## src/design/rjsh_pkg.sv

```systemverilog
`timescale 1ns / 1ps
// ----------------------------------------------------------------------------
// rjsh_pkg
// Shared types, codes and helpers of the rotary joint stall homing block.
// ----------------------------------------------------------------------------
package rjsh_pkg;

	typedef enum logic [1:0] {
		CMD_HOME  = 2'd0,
		CMD_MOVE  = 2'd1,
		CMD_CLEAR = 2'd2,
		CMD_NONE  = 2'd3
	} cmd_t;

	typedef enum logic [1:0] {
		ST_OK     = 2'd0,
		ST_SEARCH = 2'd1,
		ST_DISC   = 2'd2,
		ST_PARK   = 2'd3
	} status_t;

	typedef enum logic [1:0] {
		MSEL_ZERO   = 2'd0,
		MSEL_SEARCH = 2'd1,
		MSEL_MAP    = 2'd2
	} msel_t;

	typedef enum logic [2:0] {
		REG_SEARCH_STEP   = 3'd0,
		REG_STALLED_STEP  = 3'd1,
		REG_TORQUE_THRESH = 3'd2,
		REG_STALL_TOL     = 3'd3,
		REG_HOME_DIR      = 3'd4,
		REG_CW_LIMIT      = 3'd5,
		REG_CCW_LIMIT     = 3'd6,
		REG_LIMIT_MARGIN  = 3'd7
	} reg_idx_t;

	typedef struct packed {
		logic [30:0] search_step;
		logic [30:0] stalled_step;
		logic [30:0] torque_threshold;
		logic [30:0] stall_tolerance;
		logic        home_direction;
		logic [30:0] cw_limit;
		logic [30:0] ccw_limit;
		logic [30:0] limit_margin;
	} cfg_t;

	// One classified word handed from the front end to the back end.
	typedef struct packed {
		cmd_t               kind;
		logic signed [31:0] pos;
		logic signed [31:0] vel;
		logic signed [31:0] search_motor;
		logic signed [33:0] rel;
		logic signed [33:0] pos_off;
	} q_entry_t;

	localparam int QUEUE_DEPTH = 4;
	localparam int QUEUE_AW    = $clog2(QUEUE_DEPTH);
	localparam int QUEUE_CW    = $clog2(QUEUE_DEPTH + 1);

	localparam logic signed [31:0] INIT_SPEED = 32'sd65536000;

	localparam logic [30:0] RST_SEARCH_STEP   = 31'd6554;
	localparam logic [30:0] RST_STALLED_STEP  = 31'd936;
	localparam logic [30:0] RST_TORQUE_THRESH = 31'd65536;
	localparam logic [30:0] RST_STALL_TOL     = 31'd3277;

	function automatic logic signed [31:0] sat32(input logic signed [34:0] v);
		if (v > 35'sd2147483647) begin
			return 32'sh7FFFFFFF;
		end else if (v < -35'sd2147483648) begin
			return 32'sh80000000;
		end else begin
			return v[31:0];
		end
	endfunction

endpackage

```

## src/design/rotary_joint_stall_homing.sv

```systemverilog
`timescale 1ns / 1ps
// ----------------------------------------------------------------------------
// rotary_joint_stall_homing
// Stall-detect homing and body/motor frame mapping for one rotary joint.
// ----------------------------------------------------------------------------
// Usage: one input word per control tick carries the command and the measured
// position, velocity and torque (Q16.16). Each word yields exactly one result
// word with the motor target, body position, homed flag and status.
// Both data channels use valid/stall; a word moves when valid is high and
// stall is low. Registers are written over the cfg channel (cfg_ready is
// always high) and should only change while no word is in flight.
// A taken word passes the front register, the queue, then back-end stages s1 and s2.
// Throughput: one word per cycle while no stall holds the flow; the homed state,
// velocity window and running sum update once per word in the back end.
// A four-word queue between front and back end absorbs output stalls; the
// input stalls only when that queue and the front register are full.
// Reset clears all registers to their defaults, fills the velocity window
// with 1000.0, clears the homed flag and home position, and empties the
// pipeline. No clearing pass is needed after reset.
// ----------------------------------------------------------------------------
module rotary_joint_stall_homing
	import rjsh_pkg::*;
#(
	parameter int WINDOW_LEN = 8
) (
	input  logic               clk,
	input  logic               arst_n,
	input  logic               cfg_valid,
	output logic               cfg_ready,
	input  logic [2:0]         cfg_index,
	input  logic [31:0]        cfg_data,
	input  logic               in_valid,
	output logic               in_stall,
	input  logic [1:0]         command,
	input  logic signed [31:0] measured_position,
	input  logic signed [31:0] measured_velocity,
	input  logic signed [31:0] measured_torque,
	input  logic signed [31:0] body_target,
	output logic               out_valid,
	input  logic               out_stall,
	output logic signed [31:0] motor_target,
	output logic signed [31:0] body_position,
	output logic               homed,
	output logic [1:0]         status
);

	cfg_t     cfg_q;
	logic     q_full, q_empty, q_push, q_pop;
	q_entry_t q_wdata, q_rdata;

	assign cfg_ready = 1'b1;

	always_ff @(posedge clk or negedge arst_n) begin
		if (!arst_n) begin
			cfg_q.search_step      <= RST_SEARCH_STEP;
			cfg_q.stalled_step     <= RST_STALLED_STEP;
			cfg_q.torque_threshold <= RST_TORQUE_THRESH;
			cfg_q.stall_tolerance  <= RST_STALL_TOL;
			cfg_q.home_direction   <= 1'b1;
			cfg_q.cw_limit         <= '0;
			cfg_q.ccw_limit        <= '0;
			cfg_q.limit_margin     <= '0;
		end else if (cfg_valid && cfg_ready) begin
			unique case (reg_idx_t'(cfg_index))
				REG_SEARCH_STEP:   cfg_q.search_step      <= cfg_data[30:0];
				REG_STALLED_STEP:  cfg_q.stalled_step     <= cfg_data[30:0];
				REG_TORQUE_THRESH: cfg_q.torque_threshold <= cfg_data[30:0];
				REG_STALL_TOL:     cfg_q.stall_tolerance  <= cfg_data[30:0];
				REG_HOME_DIR:      cfg_q.home_direction   <= cfg_data[0];
				REG_CW_LIMIT:      cfg_q.cw_limit         <= cfg_data[30:0];
				REG_CCW_LIMIT:     cfg_q.ccw_limit        <= cfg_data[30:0];
				REG_LIMIT_MARGIN:  cfg_q.limit_margin     <= cfg_data[30:0];
				default:           cfg_q.limit_margin     <= cfg_q.limit_margin;
			endcase
		end
	end

	rjsh_front u_front (
		.clk               (clk),
		.arst_n            (arst_n),
		.cfg               (cfg_q),
		.in_valid          (in_valid),
		.in_stall          (in_stall),
		.command           (command),
		.measured_position (measured_position),
		.measured_velocity (measured_velocity),
		.measured_torque   (measured_torque),
		.body_target       (body_target),
		.q_full            (q_full),
		.q_push            (q_push),
		.q_data            (q_wdata)
	);

	rjsh_fifo u_fifo (
		.clk       (clk),
		.arst_n    (arst_n),
		.push      (q_push),
		.push_data (q_wdata),
		.full      (q_full),
		.pop       (q_pop),
		.empty     (q_empty),
		.pop_data  (q_rdata)
	);

	rjsh_back #(
		.WINDOW_LEN (WINDOW_LEN)
	) u_back (
		.clk           (clk),
		.arst_n        (arst_n),
		.cfg           (cfg_q),
		.q_empty       (q_empty),
		.q_data        (q_rdata),
		.q_pop         (q_pop),
		.out_valid     (out_valid),
		.out_stall     (out_stall),
		.motor_target  (motor_target),
		.body_position (body_position),
		.homed         (homed),
		.status        (status)
	);

endmodule

```

## src/design/rjsh_fifo.sv

```systemverilog
`timescale 1ns / 1ps
// ----------------------------------------------------------------------------
// rjsh_fifo
// Short queue of classified words between the front and back ends.
// ----------------------------------------------------------------------------
module rjsh_fifo
	import rjsh_pkg::*;
(
	input  logic     clk,
	input  logic     arst_n,
	input  logic     push,
	input  q_entry_t push_data,
	output logic     full,
	input  logic     pop,
	output logic     empty,
	output q_entry_t pop_data
);

	q_entry_t              mem_q [QUEUE_DEPTH];
	logic [QUEUE_AW-1:0]   wr_ptr_q;
	logic [QUEUE_AW-1:0]   rd_ptr_q;
	logic [QUEUE_CW-1:0]   count_q;

	assign full     = (count_q == QUEUE_CW'(QUEUE_DEPTH));
	assign empty    = (count_q == '0);
	assign pop_data = mem_q[rd_ptr_q];

	always_ff @(posedge clk) begin
		if (push) begin
			mem_q[wr_ptr_q] <= push_data;
		end
	end

	always_ff @(posedge clk or negedge arst_n) begin
		if (!arst_n) begin
			wr_ptr_q <= '0;
			rd_ptr_q <= '0;
			count_q  <= '0;
		end else begin
			if (push) begin
				wr_ptr_q <= (wr_ptr_q == QUEUE_AW'(QUEUE_DEPTH - 1)) ? '0 : wr_ptr_q + 1'b1;
			end
			if (pop) begin
				rd_ptr_q <= (rd_ptr_q == QUEUE_AW'(QUEUE_DEPTH - 1)) ? '0 : rd_ptr_q + 1'b1;
			end
			if (push && !pop) begin
				count_q <= count_q + 1'b1;
			end else if (pop && !push) begin
				count_q <= count_q - 1'b1;
			end
		end
	end

endmodule

```

## src/design/rjsh_front.sv

```systemverilog
`timescale 1ns / 1ps
// ----------------------------------------------------------------------------
// rjsh_front
// Accepts input words, decodes the command, picks the search step and
// clamps the target, then hands a classified word to the queue.
// ----------------------------------------------------------------------------
module rjsh_front
	import rjsh_pkg::*;
(
	input  logic               clk,
	input  logic               arst_n,
	input  cfg_t               cfg,
	input  logic               in_valid,
	output logic               in_stall,
	input  logic [1:0]         command,
	input  logic signed [31:0] measured_position,
	input  logic signed [31:0] measured_velocity,
	input  logic signed [31:0] measured_torque,
	input  logic signed [31:0] body_target,
	input  logic               q_full,
	output logic               q_push,
	output q_entry_t           q_data
);

	logic signed [33:0] cw_w, ccw_w, mg_w;
	logic signed [33:0] park, t_raw, t_clamp;
	logic [31:0]        atrq;
	logic [30:0]        step;
	cmd_t               kind;
	logic               accept;

	logic               valid_s1;
	cmd_t               kind_s1;
	logic signed [31:0] pos_s1;
	logic signed [31:0] vel_s1;
	logic [30:0]        step_s1;
	logic signed [33:0] t_s1;

	logic signed [34:0] pos_w, step_w;

	assign cw_w  = $signed({3'b000, cfg.cw_limit});
	assign ccw_w = $signed({3'b000, cfg.ccw_limit});
	assign mg_w  = $signed({3'b000, cfg.limit_margin});
	assign kind  = cmd_t'(command);

	always_comb begin
		park    = cfg.home_direction ? (ccw_w - mg_w) : -(cw_w + mg_w);
		t_raw   = (kind == CMD_MOVE) ? 34'(body_target) : park;
		t_clamp = t_raw;
		if (t_clamp > ccw_w) begin
			t_clamp = ccw_w - mg_w;
		end
		if (t_clamp < -cw_w) begin
			t_clamp = mg_w - cw_w;
		end
		atrq = measured_torque[31] ? -$unsigned(measured_torque) : $unsigned(measured_torque);
		step = (atrq > {1'b0, cfg.torque_threshold}) ? cfg.stalled_step : cfg.search_step;
	end

	assign in_stall = valid_s1 && q_full;
	assign accept   = in_valid && !in_stall;
	assign q_push   = valid_s1 && !q_full;

	always_ff @(posedge clk or negedge arst_n) begin
		if (!arst_n) begin
			valid_s1 <= 1'b0;
		end else if (accept) begin
			valid_s1 <= 1'b1;
		end else if (q_push) begin
			valid_s1 <= 1'b0;
		end
	end

	always_ff @(posedge clk) begin
		if (accept) begin
			kind_s1 <= kind;
			pos_s1  <= measured_position;
			vel_s1  <= measured_velocity;
			step_s1 <= step;
			t_s1    <= t_clamp;
		end
	end

	// Frame offsets relative to home; the back end adds home_position to rel and subtracts it from pos_off.
	always_comb begin
		pos_w  = 35'(pos_s1);
		step_w = $signed({4'b0000, step_s1});
		q_data.kind         = kind_s1;
		q_data.pos          = pos_s1;
		q_data.vel          = vel_s1;
		q_data.search_motor = sat32(cfg.home_direction ? (pos_w + step_w) : (pos_w - step_w));
		q_data.rel          = cfg.home_direction ? (t_s1 - ccw_w) : (t_s1 + cw_w);
		q_data.pos_off      = cfg.home_direction ? (34'(pos_s1) + ccw_w) : (34'(pos_s1) - cw_w);
	end

endmodule

```

## src/design/rjsh_back.sv

```systemverilog
`timescale 1ns / 1ps
// ----------------------------------------------------------------------------
// rjsh_back
// Carries out queued words: velocity window, stall test, homed state,
// then the final frame mapping into the output register.
// ----------------------------------------------------------------------------
module rjsh_back
	import rjsh_pkg::*;
#(
	parameter int WINDOW_LEN = 8
) (
	input  logic               clk,
	input  logic               arst_n,
	input  cfg_t               cfg,
	input  logic               q_empty,
	input  q_entry_t           q_data,
	output logic               q_pop,
	output logic               out_valid,
	input  logic               out_stall,
	output logic signed [31:0] motor_target,
	output logic signed [31:0] body_position,
	output logic               homed,
	output logic [1:0]         status
);

	localparam int SW = 33 + $clog2(WINDOW_LEN);
	localparam logic signed [SW-1:0] SUM_INIT = SW'(WINDOW_LEN) * SW'(INIT_SPEED);

	logic signed [31:0]   win_q [WINDOW_LEN];
	logic signed [SW-1:0] sum_q;
	logic                 homed_q;
	logic signed [31:0]   home_q;

	logic signed [SW-1:0] sum_push, tol_s;
	logic                 stall_hit, do_push, homed_n;
	logic signed [31:0]   home_n;
	msel_t                sel_n;
	status_t              status_n;
	logic                 en;

	logic                 valid_s1;
	msel_t                sel_s1;
	status_t              status_s1;
	logic                 homed_s1;
	logic signed [31:0]   home_s1;
	logic signed [31:0]   search_s1;
	logic signed [33:0]   rel_s1;
	logic signed [33:0]   pos_off_s1;

	logic                 valid_s2;
	logic signed [31:0]   motor_s2;
	logic signed [31:0]   body_s2;
	logic                 homed_s2;
	status_t              status_s2;

	// The whole back end advances together whenever the output can move.
	assign en    = !valid_s2 || !out_stall;
	assign q_pop = en && !q_empty;

	assign sum_push  = sum_q - SW'(win_q[0]) + SW'(q_data.vel);
	assign tol_s     = $signed(SW'(cfg.stall_tolerance) * SW'(WINDOW_LEN));
	assign stall_hit = (sum_push < tol_s) && (sum_push > -tol_s);

	always_comb begin
		do_push  = 1'b0;
		homed_n  = homed_q;
		home_n   = home_q;
		sel_n    = MSEL_ZERO;
		status_n = ST_OK;
		case (q_data.kind)
			CMD_HOME: begin
				if (homed_q) begin
					sel_n    = MSEL_MAP;
					status_n = ST_PARK;
				end else if (q_data.pos == 32'sd0) begin
					status_n = ST_DISC;
				end else begin
					do_push = 1'b1;
					sel_n   = MSEL_SEARCH;
					if (stall_hit) begin
						homed_n  = 1'b1;
						home_n   = q_data.pos;
						status_n = ST_OK;
					end else begin
						status_n = ST_SEARCH;
					end
				end
			end
			CMD_MOVE: begin
				sel_n = MSEL_MAP;
			end
			CMD_CLEAR: begin
				homed_n = 1'b0;
			end
			default: begin
				sel_n = MSEL_ZERO;
			end
		endcase
	end

	always_ff @(posedge clk or negedge arst_n) begin
		if (!arst_n) begin
			for (int i = 0; i < WINDOW_LEN; i++) begin
				win_q[i] <= INIT_SPEED;
			end
			sum_q   <= SUM_INIT;
			homed_q <= 1'b0;
			home_q  <= 32'sd0;
		end else if (q_pop) begin
			if (do_push) begin
				for (int i = 0; i < WINDOW_LEN - 1; i++) begin
					win_q[i] <= win_q[i + 1];
				end
				win_q[WINDOW_LEN - 1] <= q_data.vel;
				sum_q <= sum_push;
			end
			homed_q <= homed_n;
			home_q  <= home_n;
		end
	end

	always_ff @(posedge clk or negedge arst_n) begin
		if (!arst_n) begin
			valid_s1 <= 1'b0;
			valid_s2 <= 1'b0;
		end else if (en) begin
			valid_s1 <= !q_empty;
			valid_s2 <= valid_s1;
		end
	end

	always_ff @(posedge clk) begin
		if (q_pop) begin
			sel_s1     <= sel_n;
			status_s1  <= status_n;
			homed_s1   <= homed_n;
			home_s1    <= home_n;
			search_s1  <= q_data.search_motor;
			rel_s1     <= q_data.rel;
			pos_off_s1 <= q_data.pos_off;
		end
	end

	always_ff @(posedge clk) begin
		if (en && valid_s1) begin
			case (sel_s1)
				MSEL_MAP:    motor_s2 <= sat32(35'(home_s1) + 35'(rel_s1));
				MSEL_SEARCH: motor_s2 <= search_s1;
				default:     motor_s2 <= 32'sd0;
			endcase
			body_s2   <= sat32(35'(pos_off_s1) - 35'(home_s1));
			homed_s2  <= homed_s1;
			status_s2 <= status_s1;
		end
	end

	assign out_valid     = valid_s2;
	assign motor_target  = motor_s2;
	assign body_position = body_s2;
	assign homed         = homed_s2;
	assign status        = status_s2;

endmodule

```

## config.mk

```make
export PLATFORM = sky130hd
export DESIGN_NAME = rotary_joint_stall_homing
export DESIGN_NICKNAME = d
export VERILOG_FILES = /design/src/design/rjsh_pkg.sv /design/src/design/rotary_joint_stall_homing.sv /design/src/design/rjsh_fifo.sv /design/src/design/rjsh_front.sv /design/src/design/rjsh_back.sv
export SDC_FILE = /design/constraint.sdc
export NUM_CORES = 2
export LEC_CHECK = 0
export BUFFER_PORTS_ARGS = -buffer_cell sky130_fd_sc_hd__buf_4
export CORE_AREA = 2 2 362 364
export CTS_CLUSTER_SIZE = 10
export DETAILED_ROUTE_END_ITERATION = 8
export DIE_AREA = 0 0 364 366
export PLACE_DENSITY = 0.8
export SYNTH_ARGS = -nofsm -noshare
export SYNTH_HDL_FRONTEND = slang
export SYNTH_HIERARCHICAL = 1
export SYNTH_SLANG_ARGS = --single-unit
```

## constraint.sdc

```tcl
create_clock -name clk -period 11.9 [get_ports clk]
set_clock_uncertainty 0.15 [all_clocks]
set_input_delay 2.38 -clock clk [delete_from_list [all_inputs] [get_ports clk]]
set_output_delay 2.38 -clock clk [all_outputs]
set_load 0.02 [all_outputs]
```

; ---- After elaboration in Yosys (flattened, before gate mapping)
; Memory sizes are Yosys's and may differ from the RTL's.
; Cells that the tools add are included.
[word_totals]
ff_bits = 888
ram_bits = 664
output_inout_bits = 70
wordCells = 160
mem_count = 1
[classes]
n_addsub = 21
order_cmp = 11
n_eq_ne = 15
mux = 40
reduce_logical = 31
[mem_list]
columns = memory, depth, word_bits, rd, rd_ports_with_merged_regs, wr, line
row1 = u_fifo.mem_q, 4, 166, 1, 0, 1, rjsh_fifo.sv:19  ; q_entry_t mem_q [QUEUE_DEPTH];
[ops]
columns = cell, n
row1 = two-way mux 32 bit, 10
row2 = two-way mux 34 bit, 6
row3 = greater-than comparator 35 x 32 -> 1 bit (second input constant), 3
row4 = less-than comparator 35 x 32 -> 1 bit (second input constant), 3
row5 = adder 32 x 32 -> 33 bit, 2
row6 = subtractor 32 x 32 -> 33 bit, 2
row7 = case mux 32 bit (2 select lines), 1
row8 = subtractor 31 x 31 -> 32 bit, 2
row9 = adder 36 x 32 -> 36 bit, 1
row10 = greater-than comparator 36 bit, 1
row11 = less-than comparator 36 x 35 -> 1 bit, 1
row12 = negator 34 -> 36 bit, 1
row13 = subtractor 36 x 32 -> 36 bit, 1
row14 = adder 32 x 34 -> 35 bit, 1
row15 = two-way mux 35 bit, 1
row16 = subtractor 34 x 32 -> 35 bit, 1
row17 = adder 34 x 32 -> 34 bit, 1
row18 = greater-than comparator 34 x 32 -> 1 bit, 1
row19 = less-than comparator 34 bit, 1
row20 = negator 31 -> 34 bit, 1
row21 = negator 34 bit, 1
row22 = subtractor 34 x 32 -> 34 bit, 1
row23 = adder 31 x 31 -> 32 bit, 1
row24 = greater-than comparator 32 x 31 -> 1 bit, 1
row25 = 23 further kinds, 73

; ---- Logic depth before layout (Yosys ltp)
[logic_depth]
word_depth = 8
depth_mapped = 44

; ---- Modules after synthesis
; The synthesis kept the hierarchy.
[by_module_without_submodules]
columns = module, instances, cells_per_inst, area_each_um2, seq_area_each_um2
row1 = rjsh_back, 1, 2345, 28215.8, 14376.3
row2 = rjsh_fifo, 1, 905, 24369.6, 20114.3
row3 = rjsh_front, 1, 2521, 20367.0, 3958.8
row4 = rotary_joint_stall_homing, 1, 467, 8200.4, 5481.5

; ---- Least setup slack after synthesis
; Ideal clock, no wire load.
[synth_path]
path_type = input port to flip-flop
from = input port out_stall
to = register u_back.home_q[10]
setup_ps = 125
arrival_time_ps = 11195
path_slack_ps = 430
path_stages = 6
path_buffers = 2
path_cell_list = a21oi_1 > nand2_1 > or2_1 > buf_6 > buf_12 > mux2_4
[synth_via]
elab_chain_len = 3
[synth_rtl]
columns = element, line
row1 = start: declaration, rotary_joint_stall_homing.sv:40  ; input logic out_stall,
row2 = zero test 1 bit, rjsh_back.sv:57  ; assign en = !valid_s2 || !out_stall;
row3 = logical OR 1 bit, rjsh_back.sv:57
row4 = logical AND 1 bit, rjsh_back.sv:58  ; assign q_pop = en && !q_empty;
row5 = end signal: assignment, rjsh_back.sv:118  ; home_q <= home_n;
row6 = end: declaration, rjsh_back.sv:32  ; logic signed [31:0] home_q;
; Every way passes these cells.
; A chain may end at the register's enable or synchronous reset.

; ---- Worst setup path in the final report
[layout_path]
from = register cfg_q[63] in the netlist's numbering
to = register u_front.t_s1[3], data pin
[layout_via]
elab_chain_len = 8
word_cells_on_any_way = 10
[layout_rtl]
columns = element, line
row1 = start: declaration, rotary_joint_stall_homing.sv:47  ; cfg_t cfg_q;
row2 = adder 31 x 31 -> 32 bit, rjsh_front.sv:47  ; park = cfg.home_direction ? (ccw_w - mg_w) : -(cw_w + mg_w);
row3 = negator 34 bit, rjsh_front.sv:47
row4 = two-way mux 34 bit, rjsh_front.sv:47
row5 = two-way mux 34 bit, rjsh_front.sv:48  ; t_raw = (kind == CMD_MOVE) ? 34'(body_target) : park;
row6 = greater-than comparator 34 x 32 -> 1 bit, rjsh_front.sv:50  ; if (t_clamp > ccw_w) begin
row7 = two-way mux 34 bit, rjsh_front.sv:50
row8 = less-than comparator 34 bit, rjsh_front.sv:53  ; if (t_clamp < -cw_w) begin
row9 = two-way mux 34 bit *, rjsh_front.sv:53
row10 = net u_front.t_clamp[3], rjsh_front.sv:26  ; logic signed [33:0] park, t_raw, t_clamp;
row11 = end signal: assignment, rjsh_front.sv:80  ; t_s1 <= t_clamp;
row12 = end: declaration, rjsh_front.sv:37  ; logic signed [33:0] t_s1;
; The timed path passes the listed nets; every way through them passes the cells marked *.

==> flow_summary_export.csv <==
group,metric,value,unit
synth,postSynthCellCount,6238,
worst_setup_path,cp.arrival,10.55,ns
worst_setup_path,max_stage_delay,0.66,ns
sta,rsz0062_at_grt,"no",
worst_setup_path,crit_required,12.30,ns
sta,max_freq,98.5,MHz
floorplan,die_h,366,um
sta,setup_violations,0,
clocking,clock_sinks,1552,
sta,fin_hold_ws,0.282,ns
synth,ys_types,108,
floorplan,die_width,364,um
clocking,ctsHoldBuffers,0,
cells_and_area,layout-drive-gt1-share,0.211,
synth,yosysWarnings,6,
synth,seq_area_frac_synth,0.541,
worst_setup_path,worstSetupPathType,"flip-flop to flip-flop",
drt,wl_per_cell,25.4,um
global_route,grt_pass1_vias,51800,
drt,routed.top_layer,"met5",
drt,vias,52600,
sta,finalSetupTns,0,ns
drt,wl_met3,17000,um
drt,met2_wirelength,95400,um
drt,dr.pass1.iters,6,
worst_setup_path,cp-start-kind,"flip-flop",
floorplan,core_area,129000,um^2
synth,synth.top_cell.area_share,0.370,
worst_setup_path,critPathSlowestCell,"or3_1",
synth,synthesis.area,81200,um^2
worst_setup_path,path_max_fanout,34,
synth,ys.flop_type,"edfxtp_1",
clocking,cts_root_buffer,"clkbuf_16",
sta,tightest_slew,1.22,ns
worst_setup_path,reg2reg_from,"cfg_q[63]$_DFFE_PN0P_",
cells_and_area,final_core_utilization,0.697,
global_route,grt_antenna_before_repair,11,
sta,slew_headroom,0.181,
drt,routed_via_density,6.26,
run_status,outcome,"finished, final reports clean",
synth,synth_edf_count,999,
drt,met1_length,92300,um
synth,synth_top_area_cell,"edfxtp_1",
sta,min_period,10.15,ns
global_route,grt_use_total,0.321,
drt,drc,0,
worst_setup_path,critPathCaptureType,"flip-flop",
synth,synthesis.nets,6942,
drt,routed_wl,213000,um
clocking,cts_tree,"done",
placement,port-buffer-count,237,
global_route,grt_max_degree,191,
floorplan,die_area,133000,um^2
sta,final-max-slew-violation-count,0,
clocking,cts_buffers,177,
floorplan,start_util,0.629,
clocking,post_cts_buffers,0,
synth,async_flop_share,0.356,
drt,postRouteAntennaNets,0,
clocking,clk_latency,0.82,ns
clocking,h-tree-depth,4,
synth,ys_ff_latch,1552,
placement,hpwl,152000,um
min_path,hp-class,"flip-flop to flip-flop",
floorplan,core.rowCount,132,
sta,hold_viol_final,0,
worst_setup_path,cp-startpoint,"cfg_q[63]$_DFFE_PN0P_",
min_path,min-delay-start,"u_back/status_s1[1]$_SDFFCE_PN0P_",
cells_and_area,synthToLayoutAreaGrowth,10.8,%
synth,synth_area_leaders,"edfxtp_1 37%, dfrtp_1 15%, mux2_2 7.6%",
clocking,clock_path_buffers,3,
sta,timing.final.crit_share,0.853,
placement,gp_congestion,0.979,
drt,drt_iter0_markers,5920,
clocking,cts_resized,0,
worst_setup_path,critical_path_buf_inv_count,3,
flow_run,cap_violations,0,
clocking,clk_pin_slew_worst_paths,0.06,ns
cells_and_area,nets,7222,
synth,syn_area_per_cell,13.0,um^2
global_route,gr-total-overflow,0,
global_route,grt_pass1_wl,320000,um
floorplan,io_pins,240,
worst_setup_path,cp_top_family,"compound AO/OA/AOI/OAI gates",
==> routing by layer <==
metal,global-route usage,vias up
met4,0.123,4
met5,0,-
met3,0.0506,349
li1,-,23700
met2,0.481,2308
met1,0.476,26200
==> layout by cell type, fill, tap and decap left out, types with 23 or more instances in the layout <==
master / netlist / final
a21o_1: 128 / 128
o21a_1: 55 / 55
a221o_1: 36 / 36
fa_1: 44 / 44
dfrtp_1: 478 / 476
nor4_1: 41 / 40
xor2_1: 122 / 122
or2_2: 22 / 23
nand3_1: 81 / 81
edfxtp_1: 999 / 999
clkbuf_1: 94 / 103
buf_4: 5 / 279
o21ai_0: 296 / 296
clkbuf_16: 0 / 177
ha_1: 490 / 490
a21oi_1: 338 / 337
nor2b_1: 42 / 39
nor2_1: 302 / 301
nand2b_1: 50 / 50
nand2_1: 305 / 304
a211oi_1: 27 / 27
nor3_1: 103 / 102
inv_1: 485 / 485
o211ai_1: 28 / 28
mux4_2: 166 / 166
nand4_1: 54 / 54
mux2_4: 55 / 55
o31ai_1: 27 / 26
xnor2_1: 251 / 251
mux2_2: 545 / 545
dfstp_2: 75 / 74
o21bai_1: 35 / 35
a31oi_1: 39 / 39
and3_1: 30 / 30
==> sequential cells by signal, summed over array words and instances, names as in the netlist, 3 cells and up <==
name and flops:
u_back/motor_target 32, u_fifo/mem_q 664, u_fifo/count_q 3, u_back/pos_off_s1 34
u_back/search_s1 32, u_back/body_position 32, u_back/home_q 32, u_front/vel_s1 32
u_back/win_q 256, u_front/t_s1 34, u_back/home_s1 32, u_back/sum_q 36
cfg_q 218, u_front/step_s1 31, u_back/rel_s1 34, u_front/pos_s1 32
==> Yosys cell counts, drive strengths merged, types with 14 or more instances <==
library cell / instances
a21boi: 20
a21oi: 338
or3: 20
nor2b: 42
and3: 30
o21a: 55
edfxtp: 999
a21o: 128
o21ai: 305
nand2b: 50
o211ai: 29
o41ai: 15
nand4: 54
a221o: 37
nor2: 302
inv: 485
or2: 23
buf: 89
a211oi: 28
clkbuf: 95
dfrtp: 478
o31ai: 28
nand2: 305
a31oi: 39
xor2: 122
nand3: 82
xnor2: 251
fa: 44
mux2i: 14
nor4: 42
dfstp: 75
mux4: 166
mux2: 609
ha: 490
o21bai: 35
nor3: 103
and2: 20
==> through the flow <==
step                      area, um^2  cells  setup slack (ns)
after global placement         84600   8081              2.11
after detailed placement       84600   8081              2.06
after floorplan                81200   6238             0.430
after global routing           89900   8391              1.40
after CTS                      89900   8390              2.07
final                          89900   8395              1.75
==> logic make-up (layout without fill, tap and decap cells) <==
group | after synthesis | count (layout) | synth area share
muxes | 789 | 789 | 0.135
buffers and inverters | 671 | 1081 | 0.0358
DFF | 1552 | 1552 | 0.541
and+or+nand+nor | 1128 | 1128 | 0.0676
xor gates and xnor gates | 373 | 373 | 0.0403
other | 1 | 6 | 0.0000462
adders and majority gates | 543 | 543 | 0.0875
AOI/OAI and AO/OA | 1181 | 1181 | 0.0925
==> cell type report <==
| type | count | area [um^2] |
|---|---|---|
| sequential | 1552 | 43900 |
| timing repair buffer | 286 | 2230 |
| multi-input combinational | 4015 | 34400 |
| fill | 8622 | 39100 |
| antenna | 5 | 12.5 |
| clock buffer | 286 | 4900 |
| tap | 1742 | 2180 |
| inverter | 486 | 1820 |
| clock inverter | 23 | 409 |
==> path summary, 6_finish.rpt <==
path | end | slack, ns | depth (start not counted)
setup / recovery | u_front/t_s1[3]$_DFFE_PP_ | 1.75 | 37
hold / removal | u_back/status[1]$_DFFE_PP_ | 0.28 | 0
setup reg to reg | u_front/t_s1[3]$_DFFE_PP_ | 1.75 | 37
hold reg to reg | u_back/status[1]$_DFFE_PP_ | 0.28 | 0
max in group asynchronous | cfg_q[0]$_DFFE_PN0P_ | 7.77 | 3
min in group asynchronous | u_back/win_q[5]$_DFFE_PN0P_ | 1.48 | 1
Power is left out: the tool's default activity adds up to more than one toggle a clock period on the data nets, which glitch-free logic cannot reach.
